<file path="config.mk">
export PLATFORM = sky130hd
export DESIGN_NAME = frequency_threshold_hash_count
export DESIGN_NICKNAME = d
export VERILOG_FILES = /design/src/sv/ftc_pkg.sv /design/src/sv/ftc_divider.sv /design/src/sv/ftc_datapath.sv /design/src/sv/ftc_controller.sv /design/src/sv/frequency_threshold_hash_count.sv
export SDC_FILE = /design/constraint.sdc
export NUM_CORES = 2
export LEC_CHECK = 0
export BUFFER_PORTS_ARGS = -buffer_cell sky130_fd_sc_hd__buf_2
export CORE_MARGIN = 4
export CORE_UTILIZATION = 55
export DETAILED_ROUTE_END_ITERATION = 10
export HOLD_SLACK_MARGIN = 0.12
export PLACE_DENSITY = 0.69
export SLEW_MARGIN = 20
export SYNTH_ARGS = -nofsm -noshare
export SYNTH_HDL_FRONTEND = slang
export SYNTH_SLANG_ARGS = --single-unit
</file>
<file path="constraint.sdc">
create_clock -name clock -period 9.45 [get_ports clock]
set_clock_uncertainty 0.2 [all_clocks]
set_input_delay 0.4725 -clock clock [delete_from_list [all_inputs] [get_ports clock]]
set_output_delay 0.4725 -clock clock [all_outputs]
set_load 0.01 [all_outputs]
</file>
<file path="src/sv/ftc_pkg.sv">
// Shared types and constants for the frequency threshold hash counter.
package ftc_pkg;

   localparam int VALUE_W          = 32;
   localparam int DIVISOR_W        = 11;
   localparam int MAX_DISTINCT_DEF = 32;
   localparam int MAX_ITEMS_DEF    = 1024;

   typedef struct packed {
      logic signed [VALUE_W-1:0] value;
      logic                      is_last;
   } req_type;

   typedef struct packed {
      logic signed [VALUE_W-1:0] result_value;
      logic                      found;
      logic                      overflow;
      logic                      last_result;
   } rsp_type;

   typedef struct packed {
      logic absorb;
      logic div_start;
      logic advance;
      logic load_pend;
      logic push_mid;
      logic push_final;
   } cmd_type;

   typedef struct packed {
      logic idx_done;
      logic qualify;
      logic pend_vld;
      logic slot_free;
      logic div_busy;
   } sts_type;

endpackage

</file>
<file path="src/sv/ftc_divider.sv">
// Iterative restoring divider, one quotient bit per cycle.
module ftc_divider #(
   parameter int NW = 11
) (
   input  logic                           clock,
   input  logic                           reset,
   input  logic                           start,
   input  logic [NW-1:0]                  dividend,
   input  logic [ftc_pkg::DIVISOR_W-1:0]  divisor,
   output logic                           busy,
   output logic [NW-1:0]                  quotient
);
   import ftc_pkg::*;

   localparam int CW = $clog2(NW + 1);

   logic [CW-1:0]        iter_ff, iter_in;
   logic [DIVISOR_W-1:0] rem_ff, rem_in;
   logic [NW-1:0]        quo_ff, quo_in;
   logic [DIVISOR_W:0]   shifted;
   logic [DIVISOR_W:0]   diff;
   logic                 ge;

   always_comb begin
      shifted = {rem_ff, quo_ff[NW-1]};
      diff    = shifted - {1'b0, divisor};
      ge      = shifted >= {1'b0, divisor};
      iter_in = iter_ff;
      rem_in  = rem_ff;
      quo_in  = quo_ff;
      if (start) begin
         iter_in = CW'(NW);
         rem_in  = '0;
         quo_in  = dividend;
      end else if (iter_ff != '0) begin
         iter_in = iter_ff - 1'b1;
         rem_in  = ge ? diff[DIVISOR_W-1:0] : shifted[DIVISOR_W-1:0];
         quo_in  = {quo_ff[NW-2:0], ge};
      end
   end

   always_ff @(posedge clock) begin
      if (reset) begin
         iter_ff <= '0;
      end else begin
         iter_ff <= iter_in;
      end
      rem_ff <= rem_in;
      quo_ff <= quo_in;
   end

   assign busy     = iter_ff != '0;
   assign quotient = quo_ff;

endmodule

</file>
<file path="src/sv/ftc_datapath.sv">
// Value table, counters, threshold divider, scan and output register.
module ftc_datapath #(
   parameter int MAX_DISTINCT = ftc_pkg::MAX_DISTINCT_DEF,
   parameter int MAX_ITEMS    = ftc_pkg::MAX_ITEMS_DEF
) (
   input  logic                          clock,
   input  logic                          reset,
   input  ftc_pkg::req_type              req_data,
   input  logic                          csr_we,
   input  logic [ftc_pkg::DIVISOR_W-1:0] csr_wdata,
   input  ftc_pkg::cmd_type              cmd,
   output ftc_pkg::sts_type              sts,
   output logic                          rsp_valid,
   input  logic                          rsp_ready,
   output ftc_pkg::rsp_type              rsp_data
);
   import ftc_pkg::*;

   localparam int NW = $clog2(MAX_ITEMS + 1);
   localparam int EW = $clog2(MAX_DISTINCT + 1);
   localparam int IW = $clog2(MAX_DISTINCT);

   logic signed [VALUE_W-1:0] val_ff [MAX_DISTINCT];
   logic [NW-1:0]             cnt_ff [MAX_DISTINCT];
   logic [MAX_DISTINCT-1:0]   hit;

   logic [EW-1:0]             used_ff, used_in;
   logic [NW-1:0]             items_ff, items_in;
   logic                      ovf_ff, ovf_in;
   logic [EW-1:0]             idx_ff, idx_in;
   logic                      pend_vld_ff, pend_vld_in;
   logic signed [VALUE_W-1:0] pend_val_ff, pend_val_in;
   logic [DIVISOR_W-1:0]      divisor_ff, divisor_in;
   logic                      rsp_valid_ff, rsp_valid_in;
   rsp_type                   rsp_ff, rsp_in;

   logic                      any_hit;
   logic                      items_full;
   logic                      table_full;
   logic [DIVISOR_W-1:0]      div_eff;
   logic                      div_busy;
   logic [NW-1:0]             threshold;
   logic signed [VALUE_W-1:0] sel_val;
   logic [NW-1:0]             sel_cnt;

   assign any_hit    = |hit;
   assign items_full = items_ff == NW'(MAX_ITEMS);
   assign table_full = used_ff == EW'(MAX_DISTINCT);
   assign div_eff    = (divisor_ff == '0) ? DIVISOR_W'(1) : divisor_ff;

   for (genvar i = 0; i < MAX_DISTINCT; i++) begin : g_entry
      assign hit[i] = (EW'(i) < used_ff) && (val_ff[i] == req_data.value);

      always_ff @(posedge clock) begin
         if (cmd.absorb && !items_full) begin
            if (hit[i]) begin
               cnt_ff[i] <= cnt_ff[i] + 1'b1;
            end else if (!any_hit && used_ff == EW'(i)) begin
               val_ff[i] <= req_data.value;
               cnt_ff[i] <= NW'(1);
            end
         end
      end
   end

   ftc_divider #(
      .NW (NW)
   ) u_divider (
      .clock    (clock),
      .reset    (reset),
      .start    (cmd.div_start),
      .dividend (items_ff),
      .divisor  (div_eff),
      .busy     (div_busy),
      .quotient (threshold)
   );

   assign sel_val = val_ff[idx_ff[IW-1:0]];
   assign sel_cnt = cnt_ff[idx_ff[IW-1:0]];

   always_comb begin
      used_in      = used_ff;
      items_in     = items_ff;
      ovf_in       = ovf_ff;
      idx_in       = idx_ff;
      pend_vld_in  = pend_vld_ff;
      pend_val_in  = pend_val_ff;
      divisor_in   = csr_we ? csr_wdata : divisor_ff;
      rsp_valid_in = rsp_valid_ff;
      rsp_in       = rsp_ff;

      // absorb one item
      if (cmd.absorb) begin
         if (items_full) begin
            ovf_in = 1'b1;
         end else begin
            items_in = items_ff + 1'b1;
            if (!any_hit) begin
               if (table_full) begin
                  ovf_in = 1'b1;
               end else begin
                  used_in = used_ff + 1'b1;
               end
            end
         end
      end

      if (cmd.advance) begin
         idx_in = idx_ff + 1'b1;
      end
      if (cmd.load_pend) begin
         pend_vld_in = 1'b1;
         pend_val_in = sel_val;
      end

      // output beat
      if (cmd.push_mid) begin
         rsp_valid_in        = 1'b1;
         rsp_in.result_value = pend_val_ff;
         rsp_in.found        = 1'b1;
         rsp_in.overflow     = ovf_ff;
         rsp_in.last_result  = 1'b0;
      end else if (cmd.push_final) begin
         rsp_valid_in        = 1'b1;
         rsp_in.result_value = pend_vld_ff ? pend_val_ff : '0;
         rsp_in.found        = pend_vld_ff;
         rsp_in.overflow     = ovf_ff;
         rsp_in.last_result  = 1'b1;
      end else if (rsp_ready) begin
         rsp_valid_in = 1'b0;
      end

      // clear the set
      if (cmd.push_final) begin
         used_in     = '0;
         items_in    = '0;
         ovf_in      = 1'b0;
         idx_in      = '0;
         pend_vld_in = 1'b0;
      end
   end

   always_ff @(posedge clock) begin
      if (reset) begin
         used_ff      <= '0;
         items_ff     <= '0;
         ovf_ff       <= 1'b0;
         idx_ff       <= '0;
         pend_vld_ff  <= 1'b0;
         divisor_ff   <= DIVISOR_W'(1);
         rsp_valid_ff <= 1'b0;
      end else begin
         used_ff      <= used_in;
         items_ff     <= items_in;
         ovf_ff       <= ovf_in;
         idx_ff       <= idx_in;
         pend_vld_ff  <= pend_vld_in;
         divisor_ff   <= divisor_in;
         rsp_valid_ff <= rsp_valid_in;
      end
      pend_val_ff <= pend_val_in;
      rsp_ff      <= rsp_in;
   end

   assign sts.idx_done  = idx_ff == used_ff;
   assign sts.qualify   = sel_cnt > threshold;
   assign sts.pend_vld  = pend_vld_ff;
   assign sts.slot_free = !rsp_valid_ff || rsp_ready;
   assign sts.div_busy  = div_busy;

   assign rsp_valid = rsp_valid_ff;
   assign rsp_data  = rsp_ff;

endmodule

</file>
<file path="src/sv/ftc_controller.sv">
// Sequencer for load, threshold divide and result scan.
module ftc_controller (
   input  logic             clock,
   input  logic             reset,
   input  logic             req_valid,
   input  logic             req_is_last,
   output logic             req_ready,
   input  ftc_pkg::sts_type sts,
   output ftc_pkg::cmd_type cmd
);
   import ftc_pkg::*;

   localparam logic [1:0] S_LOAD  = 2'd0;
   localparam logic [1:0] S_START = 2'd1;
   localparam logic [1:0] S_DIV   = 2'd2;
   localparam logic [1:0] S_SCAN  = 2'd3;

   logic [1:0] state_ff, state_in;

   always_comb begin
      state_in  = state_ff;
      cmd       = '0;
      req_ready = 1'b0;
      case (state_ff)
         S_LOAD: begin
            req_ready = 1'b1;
            if (req_valid) begin
               cmd.absorb = 1'b1;
               if (req_is_last) begin
                  state_in = S_START;
               end
            end
         end
         S_START: begin
            cmd.div_start = 1'b1;
            state_in      = S_DIV;
         end
         S_DIV: begin
            if (!sts.div_busy) begin
               state_in = S_SCAN;
            end
         end
         S_SCAN: begin
            if (!sts.idx_done) begin
               if (sts.qualify) begin
                  if (sts.pend_vld) begin
                     if (sts.slot_free) begin
                        cmd.push_mid  = 1'b1;
                        cmd.load_pend = 1'b1;
                        cmd.advance   = 1'b1;
                     end
                  end else begin
                     cmd.load_pend = 1'b1;
                     cmd.advance   = 1'b1;
                  end
               end else begin
                  cmd.advance = 1'b1;
               end
            end else if (sts.slot_free) begin
               cmd.push_final = 1'b1;
               state_in       = S_LOAD;
            end
         end
         default: begin
            state_in = S_LOAD;
         end
      endcase
   end

   always_ff @(posedge clock) begin
      if (reset) begin
         state_ff <= S_LOAD;
      end else begin
         state_ff <= state_in;
      end
   end

endmodule

</file>
<file path="src/sv/frequency_threshold_hash_count.sv">
// Top level of the frequency threshold hash counter.
//
//   port group   direction   beat
//   req_         in          one value of the set, is_last on the final one
//   rsp_         out         one qualifying value, last_result on the final one
//   csr_         in          divisor write, no handshake
//
// Items are taken one per cycle while the block loads a set; the value table
// compares all entries at once. After the last item the controller issues a
// start, waits while the iterative divider runs, then scans one table entry
// at a time and sends the final beat.
// The scan holds a push while the output register is full and rsp_ready is low.
// Reset is synchronous and clears the set and sets the divisor to 1.
module frequency_threshold_hash_count #(
   parameter int MAX_DISTINCT = ftc_pkg::MAX_DISTINCT_DEF,
   parameter int MAX_ITEMS    = ftc_pkg::MAX_ITEMS_DEF
) (
   input  logic                          clock,
   input  logic                          reset,
   input  logic                          req_valid,
   output logic                          req_ready,
   input  ftc_pkg::req_type              req_data,
   output logic                          rsp_valid,
   input  logic                          rsp_ready,
   output ftc_pkg::rsp_type              rsp_data,
   input  logic                          csr_we,
   input  logic [ftc_pkg::DIVISOR_W-1:0] csr_wdata
);
   import ftc_pkg::*;

   cmd_type cmd;
   sts_type sts;

   ftc_controller u_controller (
      .clock       (clock),
      .reset       (reset),
      .req_valid   (req_valid),
      .req_is_last (req_data.is_last),
      .req_ready   (req_ready),
      .sts         (sts),
      .cmd         (cmd)
   );

   ftc_datapath #(
      .MAX_DISTINCT (MAX_DISTINCT),
      .MAX_ITEMS    (MAX_ITEMS)
   ) u_datapath (
      .clock     (clock),
      .reset     (reset),
      .req_data  (req_data),
      .csr_we    (csr_we),
      .csr_wdata (csr_wdata),
      .cmd       (cmd),
      .sts       (sts),
      .rsp_valid (rsp_valid),
      .rsp_ready (rsp_ready),
      .rsp_data  (rsp_data)
   );

   a_push_needs_slot : assert property (@(posedge clock) disable iff (reset)
      (cmd.push_mid || cmd.push_final) |-> sts.slot_free)
      else $error("result pushed into a full output register");

   a_final_marks_last : assert property (@(posedge clock) disable iff (reset)
      cmd.push_final |=> rsp_valid && rsp_data.last_result)
      else $error("final result beat lacks last_result");

   a_not_found_is_last : assert property (@(posedge clock) disable iff (reset)
      (rsp_valid && !rsp_data.found) |-> rsp_data.last_result)
      else $error("empty result beat is not the final one");

   a_load_not_dividing : assert property (@(posedge clock) disable iff (reset)
      req_ready |-> !sts.div_busy)
      else $error("items accepted while threshold divide runs");

endmodule

</file>
==> flow_metrics.tcl <==
set metrics [dict create \
    firstDrtPassIters 6 \
    finalSetupViolCount 0 \
    clkPwrFrac_pct 38.6 \
    synth_fp_nets 5502 \
    die_w_um 385 \
    port_buffers 85 \
    synth_top_area_share_pct 55.5 \
    min_path_type "reg2reg" \
    syn_area_um2 78000 \
    grt-busiest-layer "met2" \
    p_sw_share_pct 26.9 \
    register_area_um2 44700 \
    pwr-share-comb_pct 14.1 \
    ios 86 \
    setup_tns_ns 0 \
    cts_tree "yes" \
    die-height_um 385 \
    max-slew-margin-rel_pct 10.8 \
    fin_crit_ns 6.96 \
    num_rows 137 \
    yosysTopAreaCell "edfxtp_1" \
    status "completed" \
    synth-seq-cells 1513 \
    synth.mux.area_fraction_pct 13.2 \
    synth_compound_area_share_pct 3.03 \
    grt_pass1_wl_um 356000 \
    nets 5584 \
    h-tree-depth 4 \
    power.leakage_uw 0.0261 \
    first_iter_violations 8203 \
    path_class "reg2reg" \
    max_slew.worst_pin.slew_ns 1.33 \
    synth_top_family_by_area "XOR/XNOR gates" \
    finalNonFillerCells 7483 \
    met1_usage_pct 48.1 \
    rsz0062_at_grt "no" \
    cts_root_buffer "clkbuf_16" \
    ys_warn_count 0 \
    start_util_pct 55.6 \
    cts_resized 0 \
    fin_crit_sh_pct 73.6 \
    yosys.area_share.simple_pct 8.15 \
    synthToLayoutAreaGrowth_pct 11.0 \
    dieArea_um2 148000 \
    cp-startpoint "u_datapath.used_ff[1]$_SDFFE_PP0P_" \
    gp_congestion 0.981 \
    grt_max_degree 185 \
    clk_latency_ns 0.81 \
    cts_num_sinks 1513 \
    finalHoldViolations 0 \
    dpl.cell_count 7110 \
    synth_edf_count 1441 \
    drive_gt1_share_pct 17.4 \
    power_density_nw_per_um2 188 \
    synth-xor-area-share_pct 15.0 \
    finalMaxSlewViolations 0 \
    cts.path.max_buffers 3 \
    start_kind "flip-flop" \
    numCtsBuffers 161 \
    antenna_found_initial 20 \
    wirelength_um 253000 \
    grt_overflow 0 \
    met3_usage_pct 8.47 \
    path_max_fanout 184 \
    syn_inst 5387 \
    maxCapViolCount 0 \
    grt_pass1_vias 47475 \
    dp_hpwl_um 179000 \
    cp-end-kind "flip-flop" \
    path_clk_slew_ns 0.06 \
    synth_common_cells "1441 x edfxtp_1, 799 x xnor2_1, 537 x xor2_1" \
    vias 50660 \
    async_reset_ff_share_pct 0 \
    synth_fa_ha_area_share_pct 1.07 \
    cts_setup_buffers 0 \
    synth.area.top_cells "edfxtp_1 55%, mux4_2 12%, xnor2_1 9.0%" \
    wl_per_cell_um 33.8 \
    peakVddDrop_uv 137 \
    track_usage_pct 33.9 \
    seqPwrFrac_pct 47.3 \
    yosysUniqueCellTypes 62 \
    internal_power_uw 11900 \
    drc_errors 0 \
    synth_most_common_cell "edfxtp_1" \
    max_freq_mhz 144 \
    routed_via_density 6.77 \
    synthFlopType "edfxtp_1" \
    crit_required_ns 9.67 \
    worst_ep_arrival_time_ns 7.18 \
    multi_input_area_um2 32000 \
    worst_hold_startpoint "u_datapath.u_divider.rem_ff[10]$_SDFFE_PP0N_" \
    r2r-start "u_datapath.used_ff[1]$_SDFFE_PP0P_" \
    rrSetupSlack_ns 2.49 \
    core_um2 140000 \
    fillers 10558 \
    ant_nets 0 \
    grtUsageMet2_pct 49.4 \
    syn_area_per_cell_um2 14.5 \
    switchingPower_uw 4390 \
    ys_seq_area_share_pct 57.3 \
]
layout by cell type, fill, tap and decap left out, types with 17 or more instances in the layout:
| cell | Yosys | final |
|---|---|---|
| a21oi_1 | 30 | 30 |
| a31oi_1 | 182 | 182 |
| and2_1 | 33 | 33 |
| and3_1 | 120 | 117 |
| buf_2 | 159 | 54 |
| buf_4 | 2 | 140 |
| clkbuf_1 | 142 | 40 |
| clkbuf_16 | 0 | 165 |
| clkinv_1 | 0 | 27 |
| clkinv_2 | 0 | 26 |
| dfxtp_1 | 72 | 64 |
| dlygate4sd3_1 | 0 | 70 |
| edfxtp_1 | 1441 | 1441 |
| ha_1 | 65 | 63 |
| inv_1 | 52 | 52 |
| mux2_2 | 43 | 43 |
| mux4_2 | 430 | 430 |
| nand2_1 | 177 | 175 |
| nand3_1 | 188 | 187 |
| nand4_1 | 225 | 225 |
| nor2_1 | 228 | 207 |
| nor2_4 | 0 | 20 |
| nor2b_1 | 18 | 17 |
| nor3_1 | 50 | 48 |
| nor4_1 | 116 | 108 |
| o21a_1 | 30 | 30 |
| o21ai_0 | 62 | 55 |
| xnor2_1 | 799 | 799 |
| xor2_1 | 537 | 537 |
flip-flops by register name, summed over array words and instances, names as in the netlist, 2 cells and up, named ones only:
signal and flops:
u_controller.state_ff 2, u_datapath.cnt_ff 352, u_datapath.divisor_ff 11, u_datapath.idx_ff 6, u_datapath.items_ff 11, u_datapath.pend_val_ff 32
u_datapath.rsp_data 35, u_datapath.u_divider.iter_ff 4, u_datapath.u_divider.quotient 11, u_datapath.u_divider.rem_ff 11, u_datapath.used_ff 6, u_datapath.val_ff 1024
kinds of logic after synthesis:
group,after synthesis
adders and majority gates,66
AOI/OAI and AO/OA,371
DFF,1513
buffers and inverters,405
xor gates and xnor gates,1336
muxes,488
and+or+nand+nor,1208
power by group through the flow:
stage	registers, uW	logic, uW	clock network [uW]
finish	7730	2300	6300
global route	7740	2410	6630
CTS	7720	2230	6340
detailed placement	7860	2190	0
global placement	7860	2170	0
floorplan	7800	1370	0
area by class of cell:
class                      instances  area share, %
inverter                          53          0.231
antenna                           10         0.0289
multi-input combinational       3469           36.9
sequential                      1513           51.6
clock buffer                     211           5.01
tap                             1876           2.71
timing repair buffer             271           2.53
clock inverter                    80          0.933
through the flow:
| stage | setup WS [ns] | utilization [%] | cell area, um2 | hold slack [ns] | power [uW] |
|---|---|---|---|---|---|
| after floorplan | 2.90 | - | 78000 | 0.227 | 9170 |
| after global placement | 2.91 | 57.5 | 80600 | 0.244 | 10000 |
| after detailed placement | 2.83 | 57.5 | 80600 | 0.267 | 10100 |
| after CTS | 2.54 | 61.7 | 86500 | 0.278 | 16300 |
| after global routing | 2.41 | 61.8 | 86600 | 0.295 | 16800 |
| final | 2.49 | 61.8 | 86600 | 0.282 | 16300 |
worst max-delay path, stage by stage, from the launching register on:
cell and delay (ns):
dfxtp_1 0.49, inv_1 0.45, ha_4 0.61, buf_4 0.57, nand2_1 0.56, nand3_1 0.20, or4_1 0.40, nand4_1 0.14
nor4_1 0.45, nand3_1 0.13, buf_4 0.28, nor2_4 0.17, buf_12 0.52, and3_2 1.03
repair_timing:
item                       4_1_cts  5_1_grt
hold buffers                    70        0
setup endpoints to repair        0        0
hold endpoints to repair       540        0
layer usage:
layer / vias up / wire (um)
li1: 20818 / -
met1: 25895 / 96400
met2: 3387 / 111000
met3: 552 / 31200
met4: 8 / 14300
met5: - / 51
worst paths after layout:
kind | end | cells past startpoint
worst max-delay path | u_datapath.val_ff[11][14]$_DFFE_PP_ | 13
worst min-delay path | u_datapath.u_divider.rem_ff[10]$_SDFFE_PP0N_ | 2
worst max register to register | u_datapath.val_ff[11][14]$_DFFE_PP_ | 13
worst min register to register | u_datapath.u_divider.rem_ff[10]$_SDFFE_PP0N_ | 2
No activity file was read; power rests on OpenSTA's default activity.
